### src/rtl/fbc_pkg.sv
// ----------------------------------------------------------------------------
// fbc_pkg
// Shared widths, register map, types and helpers of the frustum box culler.
// ----------------------------------------------------------------------------
package fbc_pkg;

	// matrix entry width, plane count
	localparam int COEF_BITS   = 16;
	localparam int PLANE_COUNT = 6;
	localparam int FRAC_BITS   = 12;

	// derived datapath widths
	localparam int COEF_W = COEF_BITS + 1;
	localparam int ORG_W  = 24;
	localparam int CRD_W  = ORG_W + 1;
	localparam int PROD_W = COEF_W + CRD_W;
	localparam int DIST_W = PROD_W + 2;
	localparam int TAG_W  = 16;

	// register port geometry
	localparam int DATA_W    = 64;
	localparam int ADDR_W    = 6;
	localparam int REG_IDX_W = 3;
	localparam int REG_LSB   = 3;

	// register indexes
	localparam logic [REG_IDX_W-1:0] REG_ROW_ZERO  = 3'd0;
	localparam logic [REG_IDX_W-1:0] REG_ROW_ONE   = 3'd1;
	localparam logic [REG_IDX_W-1:0] REG_ROW_TWO   = 3'd2;
	localparam logic [REG_IDX_W-1:0] REG_ROW_THREE = 3'd3;
	localparam logic [REG_IDX_W-1:0] REG_EXTENT_X  = 3'd4;
	localparam logic [REG_IDX_W-1:0] REG_EXTENT_Y  = 3'd5;
	localparam logic [REG_IDX_W-1:0] REG_EXTENT_Z  = 3'd6;

	// reset values of the extents
	localparam logic [7:0] EXTENT_X_RST = 8'd16;
	localparam logic [9:0] EXTENT_Y_RST = 10'd256;
	localparam logic [7:0] EXTENT_Z_RST = 8'd16;

	typedef logic signed [COEF_BITS-1:0] entry_t;
	typedef logic signed [COEF_W-1:0]    coef_t;
	typedef logic signed [CRD_W-1:0]     crd_t;

	// configuration seen by the datapath
	typedef struct packed {
		logic [3:0][DATA_W-1:0] row;
		logic [7:0]             extent_x;
		logic [9:0]             extent_y;
		logic [7:0]             extent_z;
	} fbc_cfg_t;

	// box corners, axis 0 is x
	typedef struct packed {
		crd_t [2:0] lo;
		crd_t [2:0] hi;
	} fbc_box_t;

	// matrix entry of one column, bits past the row read as zero
	function automatic entry_t get_entry(input logic [DATA_W-1:0] row,
	                                     input int unsigned col);
		logic [2*DATA_W-1:0] wide;
		wide = {{DATA_W{1'b0}}, row} >> (col * COEF_BITS);
		return entry_t'(wide[COEF_BITS-1:0]);
	endfunction

endpackage

### src/rtl/fbc_cfg.sv
// ----------------------------------------------------------------------------
// fbc_cfg
// APB register file: matrix rows and chunk extents.
// ----------------------------------------------------------------------------
module fbc_cfg
	import fbc_pkg::*;
(
	input  logic              clk,
	input  logic              arst_n,
	input  logic              psel,
	input  logic              penable,
	input  logic              pwrite,
	input  logic [ADDR_W-1:0] paddr,
	input  logic [DATA_W-1:0] pwdata,
	output logic [DATA_W-1:0] prdata,
	output logic              pready,
	output fbc_cfg_t          cfg
);

	fbc_cfg_t             cfg_q;
	logic [REG_IDX_W-1:0] idx;
	logic                 wr_en;

	assign idx    = paddr[REG_LSB +: REG_IDX_W];
	assign wr_en  = psel && penable && pwrite;
	assign pready = 1'b1;
	assign cfg    = cfg_q;

	// register writes, unknown index ignored
	always_ff @(posedge clk or negedge arst_n) begin
		if (!arst_n) begin
			cfg_q.row      <= '0;
			cfg_q.extent_x <= EXTENT_X_RST;
			cfg_q.extent_y <= EXTENT_Y_RST;
			cfg_q.extent_z <= EXTENT_Z_RST;
		end else if (wr_en) begin
			case (idx)
				REG_ROW_ZERO:  cfg_q.row[0]   <= pwdata;
				REG_ROW_ONE:   cfg_q.row[1]   <= pwdata;
				REG_ROW_TWO:   cfg_q.row[2]   <= pwdata;
				REG_ROW_THREE: cfg_q.row[3]   <= pwdata;
				REG_EXTENT_X:  cfg_q.extent_x <= pwdata[7:0];
				REG_EXTENT_Y:  cfg_q.extent_y <= pwdata[9:0];
				REG_EXTENT_Z:  cfg_q.extent_z <= pwdata[7:0];
				default: ;
			endcase
		end
	end

	// read mux
	always_comb begin
		case (idx)
			REG_ROW_ZERO:  prdata = cfg_q.row[0];
			REG_ROW_ONE:   prdata = cfg_q.row[1];
			REG_ROW_TWO:   prdata = cfg_q.row[2];
			REG_ROW_THREE: prdata = cfg_q.row[3];
			REG_EXTENT_X:  prdata = DATA_W'(cfg_q.extent_x);
			REG_EXTENT_Y:  prdata = DATA_W'(cfg_q.extent_y);
			REG_EXTENT_Z:  prdata = DATA_W'(cfg_q.extent_z);
			default:       prdata = '0;
		endcase
	end

endmodule

### config.mk
export PLATFORM = sky130hd
export DESIGN_NAME = fbc_cfg
export DESIGN_NICKNAME = d
export VERILOG_FILES = /design/src/rtl/fbc_pkg.sv /design/src/rtl/fbc_cfg.sv
export SDC_FILE = /design/constraint.sdc
export NUM_CORES = 1
export LEC_CHECK = 0
export ABC_CLOCK_PERIOD_IN_PS = 2380
export BUFFER_PORTS_ARGS = -buffer_cell sky130_fd_sc_hd__buf_2
export CORE_MARGIN = 3
export CORE_UTILIZATION = 47
export CTS_BUF_LIST = sky130_fd_sc_hd__clkbuf_8 sky130_fd_sc_hd__clkbuf_16
export CTS_CLUSTER_SIZE = 28
export DETAILED_ROUTE_END_ITERATION = 10
export PLACE_DENSITY_LB_ADDON = 0.1
export SLEW_MARGIN = 5
export SYNTH_ARGS = -nofsm -noshare
export SYNTH_HDL_FRONTEND = slang
export SYNTH_SLANG_ARGS = --single-unit
### constraint.sdc
create_clock -name clk -period 2.38 [get_ports clk]
set_input_delay 0.476 -clock clk [delete_from_list [all_inputs] [get_ports clk]]
set_output_delay 0.476 -clock clk [all_outputs]
set_load 0.05 [all_outputs]
==> run summary <==
Worst Skew: 0 ns
Post-route setup slack: 0.0635 ns
Crit path time final: 2.32 ns
Layout area overhead: 33.0%
Core area: 0.0263 mm²
Slew Viols, Final: 0
Count of buffers from port buffering: 417
Initial Utilization: 48.3%
Max-Cap Viols: 0
Die W: 170 µm
Dpl cell area: 0.0158 mm²
Hold path endpoint: cfg[89]
Most frequent cell after synthesis: mux2_2
Synthesized net count: 875
# setup viols final: 0
Leak pwr: 8.39 nW
Avg Cell Area, Syn: 15.9 µm²
Postcts setup bufs: 0
Detailed router's first-iteration violation count: 404
P per Cell Area: 1100 mW/mm²
Worst Hold Launch: pwdata[63]
DP HPWL: 26200 µm
Yosys warning total: 0
Drt drc: 0
CP Max Fanout: 3
WHS: 0.200 ns
Crit Path Category: reg -> out
Reg2Reg Setup Slack: 1.56 ns
# IOs: 422
Full die area: 0.0290 mm²
Reg2reg end: cfg[225]
FP Rows: 59
Die H: 170 µm
Global route overflow: 0
Final Hold Fails: 0
CP required: 1.90 ns
Max FFs per register: 282
TritonCTS clock tree: done
H-tree depth: 1
Gr usage total: 24.6%
Via density: 5.49
Routability Congestion: 0.823
Crit start category: flop
Largest net degree at the start of global routing: 46
Main area contributors after synthesis: dfrtp_1 55%, mux2_2 25%, mux4_2 9.6%
WP data arrival: 1.84 ns
Post-route cell area: 0.0169 mm²
Post-synth top cells: 280 x mux2_2, 279 x dfrtp_1, 60 x nor2b_1
CP endpoint kind: output port
R2R depth: 1
FF+latch count, synth: 282
Register area share after synthesis: 55.6%
Clock transition at path regs: 0.06 ns
Vias in the first global route: 9190
Vias: 8800
Share of layout cells above drive strength 1: 72.4%
Gate Count Post-Synth: 800
Drt first pass iters: 4
Hold Path Depth: 2
WL/cell: 23.0 µm
Synth top area share: 54.9%
Fmax: 432 MHz
Clock buffer depth: 3
Dominant cell type by area after synthesis: dfrtp_1
Dominant synthesized flop cell: dfrtp_1
Dpl ws: -0.00524 ns
Clock root cell: clkbuf_16
Final Net Count: 1317
HP Class: in -> reg
Setup TNS: 0 ns
Antenna Nets Post-Route: 0
Fin crit share: 97.3%
Final wirelength: 36900 µm
CTS Buf Count: 31
Initial antenna violation count: 1
Post-synth EDFFs: 0
Mapped Area: 0.0127 mm²
Global-route wire length before repair: 55600 µm
Share of synthesized flip-flops with an asynchronous set or reset: 100%
Clock Latency Late Sink: 0.54 ns
Status: complete, no violations
Netlist cell types: 30
Worst vdd ir: 0.803 mV
Clock Sinks: 282
Worst reg2reg startpoint: cfg[225]
[kinds of logic (layout without fill, tap and decap cells)]
kind of cell	Yosys count	in the layout	synth area share [%]
buffers and inverters	54	520	2.33
AND/OR/NAND/NOR	79	79	4.13
other	1	2	0.0295
multiplexers	355	355	36.2
flip-flops	282	282	55.6
AO/OA/AOI/OAI	29	29	1.75
[report_power, final]
group          switching (W)  internal (W)  leakage, nW
clock network        0.00188       0.00300        0.559
logic                0.00518       0.00205         4.23
registers           0.000755       0.00575         3.60
[worst max-delay path by stage]
stage             start    endpoint
2_1_floorplan  paddr[4]  prdata[43]
3_3_place_gp   paddr[3]   prdata[6]
3_5_place_dp   paddr[3]  prdata[17]
4_1_cts        cfg[161]   prdata[7]
5_1_grt        cfg[161]   prdata[7]
6_report         cfg[7]   prdata[7]
[layout make-up]
type                            instances  area (µm²)
Multi-Input combinational cell        464        5620
Clock buffer                           45         968
Antenna cell                            1        2.50
Timing Repair Buffer                  461        2720
Tap cell                              335         419
Inverter                                2        7.51
Sequential cell                       282        7060
Clock inverter                         12         103
Fill cell                            1997        9380
[layout by cell type (no fill, tap or decap), drive strengths merged]
cell           n
dlygate4sd3    1
nand3          5
bufinv         2
nor3           3
a21oi          2
nor2b         60
o32ai          2
buf          459
o211ai         5
dfrtp        279
inv            8
nand4b         1
conb           1
nand2b         2
dfstp          3
mux2i          6
nor2           6
mux4          54
a22oi         12
mux2         295
a211oi         2
diode          1
and3b          1
nand4          1
clkbuf        46
clkinv         4
a221oi         6
[per-layer routing]
layer | wire [µm] | vias to the layer above | track usage, %
met5 | 0 | - | 0
met4 | 905 | 0 | 6.49
met3 | 2780 | 54 | 6.57
met2 | 18600 | 312 | 42.8
met1 | 14600 | 4595 | 30.7
li1 | - | 3839 | -
[through the flow]
step	power, W	util [%]	instances
floorplan	0.0119	-	800
global placement	0.0137	60.0	1543
detailed placement	0.0138	60.0	1543
CTS	0.0188	64.2	1601
global route	0.0193	64.3	1602
finish	0.0186	64.3	1602
[critical path, cell delays in order (launching register included)]
cell      delay [ns]
dfrtp_1         0.39
mux2_2          0.30
a221oi_4        0.32
a221oi_4        0.05
buf_2           0.23
[repair_timing]
action	in CTS	in global routing
endpoints found under the hold margin	33	0
resized for setup	5	3
setup endpoints to repair	16	3
pin swaps	0	0
hold buffers	1	0
Power figures use the tool's default switching activity.
